[src/skf_pkg.sv]
// Shared types, widths and reset constants for the scalar Kalman filter.
// No dependencies; the filter, multiplier, divider and testbench files import it.
package skf_pkg;

    localparam int DATA_W    = 32;
    localparam int PROD_W    = 2 * DATA_W;
    localparam int NUM_W     = PROD_W + 2;
    localparam int DIVD_W    = PROD_W + 1;
    localparam int DIVS_W    = DATA_W + 1;
    localparam int MUL_CNT_W = $clog2(DATA_W);
    localparam int DIV_CNT_W = $clog2(DIVD_W);
    localparam int ADDR_W    = 4;

    localparam logic [DATA_W-1:0] MEAS_VAR_RST = 32'd262144;
    localparam logic [DATA_W-1:0] MOT_VAR_RST  = 32'd131072;
    localparam logic [DATA_W-1:0] INIT_MEAN_RST = 32'd0;
    localparam logic [DATA_W-1:0] INIT_VAR_RST = 32'd655360000;
    localparam logic [DATA_W-1:0] SMAX = 32'h7FFF_FFFF;
    localparam logic [DATA_W-1:0] SMIN = 32'h8000_0000;
    localparam logic [DATA_W-1:0] UMAX = 32'hFFFF_FFFF;

    typedef enum logic [1:0] {
        REG_MEAS_VAR  = 2'd0,
        REG_MOT_VAR   = 2'd1,
        REG_INIT_MEAN = 2'd2,
        REG_INIT_VAR  = 2'd3
    } skf_reg_t;

    typedef enum logic [2:0] {
        ST_IDLE,
        ST_MUL,
        ST_SUM,
        ST_LOAD,
        ST_DIV,
        ST_UPD,
        ST_DONE
    } skf_state_t;

    typedef struct packed {
        logic s_ready;
        logic mul_start;
        logic div_start;
        logic out_load;
    } skf_ctrl_t;

    function automatic logic [DATA_W-1:0] at_least_one(input logic [DATA_W-1:0] v);
        return (v == '0) ? {{(DATA_W-1){1'b0}}, 1'b1} : v;
    endfunction

endpackage

[src/scalar_kalman_filter.sv]
// Scalar Kalman filter top level: APB registers, sequencer, output register.
// Depends on skf_pkg, skf_mul and skf_div.
//
//  channel | ports               | payload (low bit up)
//  --------+---------------------+-----------------------------------------------
//  input   | s_tvalid/s_tready   | tdata: measurement, motion; tuser: first_of_run
//  result  | m_tvalid/m_tready   | tdata: upd mean, upd var, pred mean, pred var;
//          |                     | tuser: saturated
//  config  | APB psel/penable    | 4 x 32-bit registers at byte address 4*i
//
// Between one acceptance and the next, an item passes through 32 steps of the
// shift-add multipliers, 65 steps of the restoring dividers, and the sequencer
// states. One item is in flight at a time; s_tready is high only in the idle state.
// A finished item waits in the output register while the next one is accepted;
// the sequencer holds its final state while that register is still occupied.
// Synchronous active-low reset restores the register and estimate reset values.
module scalar_kalman_filter (
    input  logic         aclk,
    input  logic         aresetn,
    input  logic         s_tvalid,
    output logic         s_tready,
    input  logic [63:0]  s_tdata,   // [31:0] measurement, [63:32] motion
    input  logic         s_tuser,   // [0] first_of_run
    output logic         m_tvalid,
    input  logic         m_tready,
    output logic [127:0] m_tdata,   // [31:0] updated_mean, [63:32] updated_variance,
                                    // [95:64] predicted_mean, [127:96] predicted_variance
    output logic         m_tuser,   // [0] saturated
    input  logic         psel,
    input  logic         penable,
    input  logic         pwrite,
    input  logic [skf_pkg::ADDR_W-1:0] paddr,
    input  logic [31:0]  pwdata,
    output logic [31:0]  prdata,
    output logic         pready
);
    import skf_pkg::*;

    skf_state_t state_reg, state_next;
    skf_ctrl_t  ctrl;

    logic [DATA_W-1:0] meas_var_reg, mot_var_reg, init_mean_reg, init_var_reg;
    logic [DATA_W-1:0] est_mean_reg, est_var_reg;
    logic [1:0]        reg_sel;
    logic              cfg_wr;

    // ---------------- configuration port ----------------
    assign pready  = 1'b1;
    assign reg_sel = paddr[3:2];
    assign cfg_wr  = psel && penable && pwrite;

    always_ff @(posedge aclk) begin
        if (!aresetn) begin
            meas_var_reg  <= MEAS_VAR_RST;
            mot_var_reg   <= MOT_VAR_RST;
            init_mean_reg <= INIT_MEAN_RST;
            init_var_reg  <= INIT_VAR_RST;
        end else if (cfg_wr) begin
            unique case (skf_reg_t'(reg_sel))
                REG_MEAS_VAR:  meas_var_reg  <= pwdata;
                REG_MOT_VAR:   mot_var_reg   <= pwdata;
                REG_INIT_MEAN: init_mean_reg <= pwdata;
                REG_INIT_VAR:  init_var_reg  <= pwdata;
                default: ;
            endcase
        end
    end

    always_comb begin
        unique case (skf_reg_t'(reg_sel))
            REG_MEAS_VAR:  prdata = meas_var_reg;
            REG_MOT_VAR:   prdata = mot_var_reg;
            REG_INIT_MEAN: prdata = init_mean_reg;
            REG_INIT_VAR:  prdata = init_var_reg;
            default:       prdata = '0;
        endcase
    end

    // ---------------- operand selection at acceptance ----------------
    logic              in_accept;
    logic [DATA_W-1:0] m_sel, v_sel, z_in, r_eff;
    logic [DATA_W-1:0] m_mag, z_mag;

    assign in_accept = s_tvalid && s_tready;
    assign z_in      = s_tdata[31:0];
    assign m_sel     = s_tuser ? init_mean_reg : est_mean_reg;
    assign v_sel     = at_least_one(s_tuser ? init_var_reg : est_var_reg);
    assign r_eff     = at_least_one(meas_var_reg);
    assign m_mag     = m_sel[DATA_W-1] ? (~m_sel + 1'b1) : m_sel;
    assign z_mag     = z_in[DATA_W-1] ? (~z_in + 1'b1) : z_in;

    logic              sm_reg, sz_reg, neg_reg;
    logic [DATA_W-1:0] v_reg, mot_reg;

    always_ff @(posedge aclk) begin
        if (in_accept) begin
            sm_reg  <= m_sel[DATA_W-1];
            sz_reg  <= z_in[DATA_W-1];
            v_reg   <= v_sel;
            mot_reg <= s_tdata[63:32];
        end
    end

    // ---------------- multipliers ----------------
    logic              mul_done_a, mul_done_b, mul_done_c, mul_done;
    logic [PROD_W-1:0] prod_mr, prod_zv, prod_vr;

    skf_mul u_mul_mr (
        .aclk(aclk), .aresetn(aresetn), .start(ctrl.mul_start),
        .a(m_mag), .b(r_eff), .done(mul_done_a), .product(prod_mr)
    );
    skf_mul u_mul_zv (
        .aclk(aclk), .aresetn(aresetn), .start(ctrl.mul_start),
        .a(z_mag), .b(v_sel), .done(mul_done_b), .product(prod_zv)
    );
    skf_mul u_mul_vr (
        .aclk(aclk), .aresetn(aresetn), .start(ctrl.mul_start),
        .a(v_sel), .b(r_eff), .done(mul_done_c), .product(prod_vr)
    );

    assign mul_done = mul_done_a && mul_done_b && mul_done_c;

    // ---------------- numerator sum and magnitude ----------------
    logic [NUM_W-1:0]  term_m, term_z, num_next, num_reg, num_mag;
    logic [DIVS_W-1:0] den;

    assign term_m   = sm_reg ? (~{2'b00, prod_mr} + 1'b1) : {2'b00, prod_mr};
    assign term_z   = sz_reg ? (~{2'b00, prod_zv} + 1'b1) : {2'b00, prod_zv};
    assign num_next = term_m + term_z;
    assign num_mag  = num_reg[NUM_W-1] ? (~num_reg + 1'b1) : num_reg;
    assign den      = {1'b0, v_reg} + {1'b0, r_eff};

    always_ff @(posedge aclk) begin
        if (state_reg == ST_SUM) begin
            num_reg <= num_next;
        end
        if (ctrl.div_start) begin
            neg_reg <= num_reg[NUM_W-1];
        end
    end

    // ---------------- dividers ----------------
    logic              div_done_a, div_done_b, div_done;
    logic [DIVD_W-1:0] quot_mean, quot_var;

    skf_div u_div_mean (
        .aclk(aclk), .aresetn(aresetn), .start(ctrl.div_start),
        .dividend(num_mag[DIVD_W-1:0]), .divisor(den),
        .done(div_done_a), .quotient(quot_mean)
    );
    skf_div u_div_var (
        .aclk(aclk), .aresetn(aresetn), .start(ctrl.div_start),
        .dividend({1'b0, prod_vr}), .divisor(den),
        .done(div_done_b), .quotient(quot_var)
    );

    assign div_done = div_done_a && div_done_b;

    // ---------------- update results ----------------
    logic [DATA_W+1:0] um_ext, um_wide;
    logic [DATA_W-1:0] um_val, uv_raw, um_reg, uv_reg;
    logic              um_sat, uv_sat, sat_u_reg;

    assign um_ext  = {1'b0, quot_mean[DIVS_W-1:0]};
    assign um_wide = neg_reg ? (~um_ext + 1'b1) : um_ext;
    // clamp when the top three bits disagree
    assign um_sat  = !((um_wide[DATA_W+1:DATA_W-1] == 3'b000) ||
                       (um_wide[DATA_W+1:DATA_W-1] == 3'b111));
    assign um_val  = um_sat ? (um_wide[DATA_W+1] ? SMIN : SMAX) : um_wide[DATA_W-1:0];
    assign uv_raw  = quot_var[DATA_W-1:0];
    assign uv_sat  = (uv_raw == '0);

    always_ff @(posedge aclk) begin
        if (state_reg == ST_UPD) begin
            um_reg    <= um_val;
            uv_reg    <= at_least_one(uv_raw);
            sat_u_reg <= um_sat || uv_sat;
        end
    end

    // ---------------- prediction ----------------
    logic [DATA_W:0]   pm_wide, pv_wide;
    logic [DATA_W-1:0] pm_val, pv_val;
    logic              pm_sat, pv_sat;

    assign pm_wide = {um_reg[DATA_W-1], um_reg} + {mot_reg[DATA_W-1], mot_reg};
    assign pm_sat  = pm_wide[DATA_W] != pm_wide[DATA_W-1];
    assign pm_val  = pm_sat ? (pm_wide[DATA_W] ? SMIN : SMAX) : pm_wide[DATA_W-1:0];
    assign pv_wide = {1'b0, uv_reg} + {1'b0, mot_var_reg};
    assign pv_sat  = pv_wide[DATA_W];
    assign pv_val  = pv_sat ? UMAX : pv_wide[DATA_W-1:0];

    always_ff @(posedge aclk) begin
        if (!aresetn) begin
            est_mean_reg <= INIT_MEAN_RST;
            est_var_reg  <= INIT_VAR_RST;
        end else if (ctrl.out_load) begin
            est_mean_reg <= pm_val;
            est_var_reg  <= pv_val;
        end
    end

    // ---------------- output register ----------------
    logic         out_valid_reg;
    logic [127:0] out_data_reg;
    logic         out_user_reg;
    logic         out_free;

    assign out_free = !out_valid_reg || m_tready;

    always_ff @(posedge aclk) begin
        if (!aresetn) begin
            out_valid_reg <= 1'b0;
        end else if (ctrl.out_load) begin
            out_valid_reg <= 1'b1;
        end else if (m_tready) begin
            out_valid_reg <= 1'b0;
        end
    end

    always_ff @(posedge aclk) begin
        if (ctrl.out_load) begin
            out_data_reg <= {pv_val, pm_val, uv_reg, um_reg};
            out_user_reg <= sat_u_reg || pm_sat || pv_sat;
        end
    end

    assign m_tvalid = out_valid_reg;
    assign m_tdata  = out_data_reg;
    assign m_tuser  = out_user_reg;

    // ---------------- sequencer ----------------
    always_ff @(posedge aclk) begin
        if (!aresetn) begin
            state_reg <= ST_IDLE;
        end else begin
            state_reg <= state_next;
        end
    end

    always_comb begin
        state_next = state_reg;
        unique case (state_reg)
            ST_IDLE: if (s_tvalid)  state_next = ST_MUL;
            ST_MUL:  if (mul_done)  state_next = ST_SUM;
            ST_SUM:                 state_next = ST_LOAD;
            ST_LOAD:                state_next = ST_DIV;
            ST_DIV:  if (div_done)  state_next = ST_UPD;
            ST_UPD:                 state_next = ST_DONE;
            ST_DONE: if (out_free)  state_next = ST_IDLE;
            default:                state_next = ST_IDLE;
        endcase
    end

    always_comb begin
        ctrl           = '0;
        ctrl.s_ready   = (state_reg == ST_IDLE);
        ctrl.mul_start = (state_reg == ST_IDLE) && s_tvalid;
        ctrl.div_start = (state_reg == ST_LOAD);
        ctrl.out_load  = (state_reg == ST_DONE) && out_free;
    end

    assign s_tready = ctrl.s_ready;

endmodule

[src/skf_mul.sv]
// Radix-2 shift-add multiplier, unsigned 32 x 32, one multiplier bit per cycle.
// Depends on skf_pkg for widths.
module skf_mul (
    input  logic                       aclk,
    input  logic                       aresetn,
    input  logic                       start,
    input  logic [skf_pkg::DATA_W-1:0] a,
    input  logic [skf_pkg::DATA_W-1:0] b,
    output logic                       done,
    output logic [skf_pkg::PROD_W-1:0] product
);
    import skf_pkg::*;

    logic [DATA_W-1:0]    a_reg;
    logic [PROD_W-1:0]    p_reg, p_next;
    logic [MUL_CNT_W-1:0] cnt_reg;
    logic                 busy_reg;
    logic                 done_reg;
    logic [DATA_W:0]      sum;

    // add the multiplicand into the high half when the shifted-out bit is set
    assign sum    = {1'b0, p_reg[PROD_W-1:DATA_W]} + (p_reg[0] ? {1'b0, a_reg} : '0);
    assign p_next = {sum, p_reg[DATA_W-1:1]};

    always_ff @(posedge aclk) begin
        if (!aresetn) begin
            busy_reg <= 1'b0;
            done_reg <= 1'b0;
            cnt_reg  <= '0;
        end else begin
            done_reg <= 1'b0;
            if (start) begin
                busy_reg <= 1'b1;
                cnt_reg  <= '0;
            end else if (busy_reg) begin
                cnt_reg <= cnt_reg + 1'b1;
                if (cnt_reg == MUL_CNT_W'(DATA_W - 1)) begin
                    busy_reg <= 1'b0;
                    done_reg <= 1'b1;
                end
            end
        end
    end

    always_ff @(posedge aclk) begin
        if (start) begin
            a_reg <= a;
            p_reg <= {{DATA_W{1'b0}}, b};
        end else if (busy_reg) begin
            p_reg <= p_next;
        end
    end

    assign done    = done_reg;
    assign product = p_reg;

endmodule

[src/skf_div.sv]
// Restoring divider, 65-bit dividend by 33-bit divisor, one quotient bit per cycle.
// Depends on skf_pkg for widths.
module skf_div (
    input  logic                       aclk,
    input  logic                       aresetn,
    input  logic                       start,
    input  logic [skf_pkg::DIVD_W-1:0] dividend,
    input  logic [skf_pkg::DIVS_W-1:0] divisor,
    output logic                       done,
    output logic [skf_pkg::DIVD_W-1:0] quotient
);
    import skf_pkg::*;

    logic [DIVD_W-1:0]    q_reg;
    logic [DIVS_W-1:0]    rem_reg, rem_next;
    logic [DIVS_W-1:0]    d_reg;
    logic [DIV_CNT_W-1:0] cnt_reg;
    logic                 busy_reg;
    logic                 done_reg;
    logic [DIVS_W:0]      part;
    logic [DIVS_W+1:0]    diff;
    logic                 borrow;

    assign part     = {rem_reg, q_reg[DIVD_W-1]};
    assign diff     = {1'b0, part} - {2'b0, d_reg};
    assign borrow   = diff[DIVS_W+1];
    // keep the partial remainder when the trial subtract goes negative
    assign rem_next = borrow ? part[DIVS_W-1:0] : diff[DIVS_W-1:0];

    always_ff @(posedge aclk) begin
        if (!aresetn) begin
            busy_reg <= 1'b0;
            done_reg <= 1'b0;
            cnt_reg  <= '0;
        end else begin
            done_reg <= 1'b0;
            if (start) begin
                busy_reg <= 1'b1;
                cnt_reg  <= '0;
            end else if (busy_reg) begin
                cnt_reg <= cnt_reg + 1'b1;
                if (cnt_reg == DIV_CNT_W'(DIVD_W - 1)) begin
                    busy_reg <= 1'b0;
                    done_reg <= 1'b1;
                end
            end
        end
    end

    always_ff @(posedge aclk) begin
        if (start) begin
            q_reg   <= dividend;
            rem_reg <= '0;
            d_reg   <= divisor;
        end else if (busy_reg) begin
            q_reg   <= {q_reg[DIVD_W-2:0], ~borrow};
            rem_reg <= rem_next;
        end
    end

    assign done     = done_reg;
    assign quotient = q_reg;

endmodule

[config.mk]
export PLATFORM = sky130hd
export DESIGN_NAME = scalar_kalman_filter
export DESIGN_NICKNAME = d
export VERILOG_FILES = /design/src/skf_pkg.sv /design/src/scalar_kalman_filter.sv /design/src/skf_mul.sv /design/src/skf_div.sv
export SDC_FILE = /design/constraint.sdc
export NUM_CORES = 2
export LEC_CHECK = 0
export ABC_AREA = 1
export BUFFER_PORTS_ARGS = -buffer_cell sky130_fd_sc_hd__buf_4
export CAP_MARGIN = 20
export CELL_PAD_IN_SITES_DETAIL_PLACEMENT = 0
export CELL_PAD_IN_SITES_GLOBAL_PLACEMENT = 1
export CORE_MARGIN = 1
export CORE_UTILIZATION = 35
export DETAILED_ROUTE_END_ITERATION = 7
export PLACE_DENSITY_LB_ADDON = 0.1
export SYNTH_ARGS = -nofsm -noshare
export SYNTH_HDL_FRONTEND = slang
export SYNTH_HIERARCHICAL = 1
export SYNTH_SLANG_ARGS = --single-unit
[constraint.sdc]
create_clock -name aclk -period 26.8 [get_ports aclk]
set_input_delay 5.36 -clock aclk [delete_from_list [all_inputs] [get_ports aclk]]
set_output_delay 5.36 -clock aclk [all_outputs]
set_load 0.1 [all_outputs]
==> key figures <==
Layout
  – Max FFs per register: 128
  – Final nets: 11300
  – Utilization after layout: 39.75%
  – Commonest cells after routing, fill and taps aside: nand2_1, inv_1, nor2_1, edfxtp_1, nand3_1
  – Fill count: 22730
  – Synth-to-Final Area Change: 12.51%
  – Finished Cell Area: 84460 µm²
  – Layout cell share with drive strength beyond 1: 6.993%
  – Leading cell type in the layout, fill and taps excluded: nand2_1

Clock tree
  – CTS root buf: clkbuf_16
  – CTS buffer count: 136
  – Clock latency on the worst-skew pair: 820 ps
  – Maximum buffer depth of the clock tree: 3
  – CTS tree: built
  – # hold bufs at CTS: 0
  – Post-CTS setup buffers: 0
  – Reg clk slew, reported paths: 60 ps
  – Num Clock Sinks: 1112
  – Post-cts gate resize count: 0
  – H-tree levels: 4

Timing
  – Final worst path period need: 12990 ps
  – Final Hold Fails: 0
  – Slew HR: 10.59%
  – Final Max Slew Viols: 0
  – Fmax: 77.01 MHz
  – Measured slew at the worst slew-check pin: 1337 ps
  – Setup violators final: 0
  – Crit share post-route: 48.45%
  – Setup TNS: 0 ps
  – RSZ-0062 raised after global routing: no
  – Fin Clk Skew: 40.77 ps

Worst hold path
  – Min-Delay Path Class: reg2reg
  – Hold depth: 2
  – Hold wc startpoint: u_mul_zv/cnt_reg[3]$_SDFFE_PP0P_
  – Worst Hold End: u_mul_zv/cnt_reg[3]$_SDFFE_PP0P_

Synthesis
  – Ys flop type: edfxtp_1
  – Cells after synthesis: 10660
  – Synth Net Count: 11120
  – Synth Cell Area: 75070 µm²
  – Number of synthesized flops with an enable pin: 715
  – Syn_area_per_cell: 7.040 µm²
  – Asr flop ratio synth: 0%
  – Synth unique cells: 66
  – Seq/Total Area, Yosys: 39.19%
  – Number of synthesized register bits: 1112
  – Synthesis Warnings: 6

Die
  – Starting Density: 35.33%
  – Die Wd: 465.1 µm
  – Die area: 216400 µm²
  – Die Span Y: 465.1 µm
  – Core Rows: 169
  – # IOs: 272
  – Core footprint: 212500 µm²

Critical path
  – Crit Path Class: in2out
  – Critical Path Stages: 6
  – CP max FO: 22
  – CP max-delay cell: inv_1
  – RR Endpoint: u_div_mean/d_reg[30]$_DFFE_PP_
  – FF-to-FF path depth: 13
  – Reg2reg start: meas_var_reg[24]$_SDFFE_PN0P_
  – Max incr delay on CP: 850 ps
  – Startpoint types: input port
  – Crit end category: primary output
  – Critical path required time: 21440 ps
  – CP Buf/Inv Count: 3
  – FF-to-FF setup slack: 21680 ps
  – CP delay by family, top: buffers and inverters
  – Critical-path cell list: buf_4 > nand2_1 > inv_1 > nand2_1 > o2111ai_1 > buf_4
  – CP Data Arrival Time: 7630 ps

Global route
  – Aggregate global routing overflow: 0
  – Pin count of the biggest net entering global routing: 158
  – First-pass GRT wire length: 420500 µm
  – Total track usage: 25.93%
  – Initial antenna violation count: 6
  – Vias in the first global route: 65470

Power
  – Pwr/cell area: 104.2 nW/µm²
  – Static Leakage: 0.04039 µW
  – Max VDD drop: 0.00007653 V

Route
  – Via density: 4.953
  – Routed WL per cell: 20.76 µm
  – DRC errors left: 0
  – Routed Antenna Nets: 0
  – TritonRoute pass-1 iters: 6
  – Final wirelength: 286200 µm
  – Via count: 68280
  – Initial DRC Count: 5503

Flow run
  – Max-cap violations: 0

Place
  – Gp weighted congestion: 0.9608
  – Dpl hpwl: 230500 µm
  – Placed Area: 79890 µm²
  – IO buf count: 268

Run status
  – Outcome: completed
worst register-to-register path, stage by stage, from the launching register on:
cell	delay [ps]
dfxtp_1	480
nor4_1	350
nand4_1	140
o21bai_1	540
ha_1	300
inv_1	60
fa_1	390
nand3b_1	180
nand2_1	140
a21boi_0	170
o21ai_0	460
a21oi_1	240
o21ai_0	250
xor2_1	1000
logic make-up (layout without fill, tap and decap cells):
| kind of cell | count (synthesis) | after routing | share of synthesized area (%) |
|---|---|---|---|
| fa+ha+maj | 348 | 348 | 5.890 |
| flops | 1112 | 1112 | 39.19 |
| buf+inv | 1918 | 2208 | 9.915 |
| compound gates | 1159 | 1159 | 8.543 |
| xor+xnor | 440 | 440 | 5.133 |
| other cells | 2 | 12 | 0.01000 |
| simple gates | 5685 | 5685 | 31.32 |
synth_stat cells (114+ instances only):
cell type	n	area, µm²
a21oi_1	476	2382
clkbuf_1	210	788.3
dfxtp_1	397	7948
edfxtp_1	715	21470
ha_1	339	4242
inv_1	1566	5878
nand2_1	3418	12830
nand3_1	546	2733
nand4_1	114	713.2
nor2_1	1193	4478
nor3_1	128	640.6
o21ai_0	405	2027
xnor2_1	126	1104
xor2_1	314	2750
metal layers:
metal  wire (µm)  share of wire, %  track usage (%)  vias up
met5          13            0.0045                0        -
met4        7122               2.5            6.633        2
met3       13900               4.9            2.787      319
met2      132200                46            42.80     1748
met1      133000                46            35.95    31840
li1            -                 -                -    34370
worst max path at each step:
| stage | endpoint | slack, ps | from |
|---|---|---|---|
| after global routing | prdata[7] | 13760 | paddr[3] |
| final | prdata[11] | 13810 | paddr[3] |
| after detailed placement | prdata[7] | 13880 | paddr[3] |
| after floorplan | u_mul_mr/product[0]$_DFFE_PP_ | 2590 | s_tvalid |
| after CTS | prdata[7] | 13870 | paddr[3] |
| after global placement | prdata[6] | 13870 | paddr[3] |
report_power, final:
group	leakage, µW	switching [µW]	total (µW)	internal (µW)
Clock	0.00217	817	1880	1060
Combinational	0.0283	3030	4290	1270
Sequential	0.00988	317	2630	2310
metrics by stage:
step | power [µW] | hold WS [ps] | setup WS, ps | cells
global placement | 6885 | 443.6 | 13870 | 13520
CTS | 8823 | 456.7 | 13870 | 13780
finish | 8801 | 458.7 | 13810 | 13790
floorplan | 5431 | 424.4 | 2586 | 10660
global route | 9409 | 465.3 | 13760 | 13780
detailed placement | 6905 | 445.8 | 13880 | 13520
cell type report:
type	instances	area, µm²	area share, %
Multi-Input combinational cell	7634	38250	45.28
Sequential cell	1112	29420	34.83
Inverter	1613	6071	7.188
Clock buffer	162	3582	4.241
Tap cell	2821	3530	4.179
Timing Repair Buffer	343	2619	3.100
Clock inverter	90	970.9	1.150
Antenna cell	10	25.02	0.02963
(Power assumes the default switching activity.)
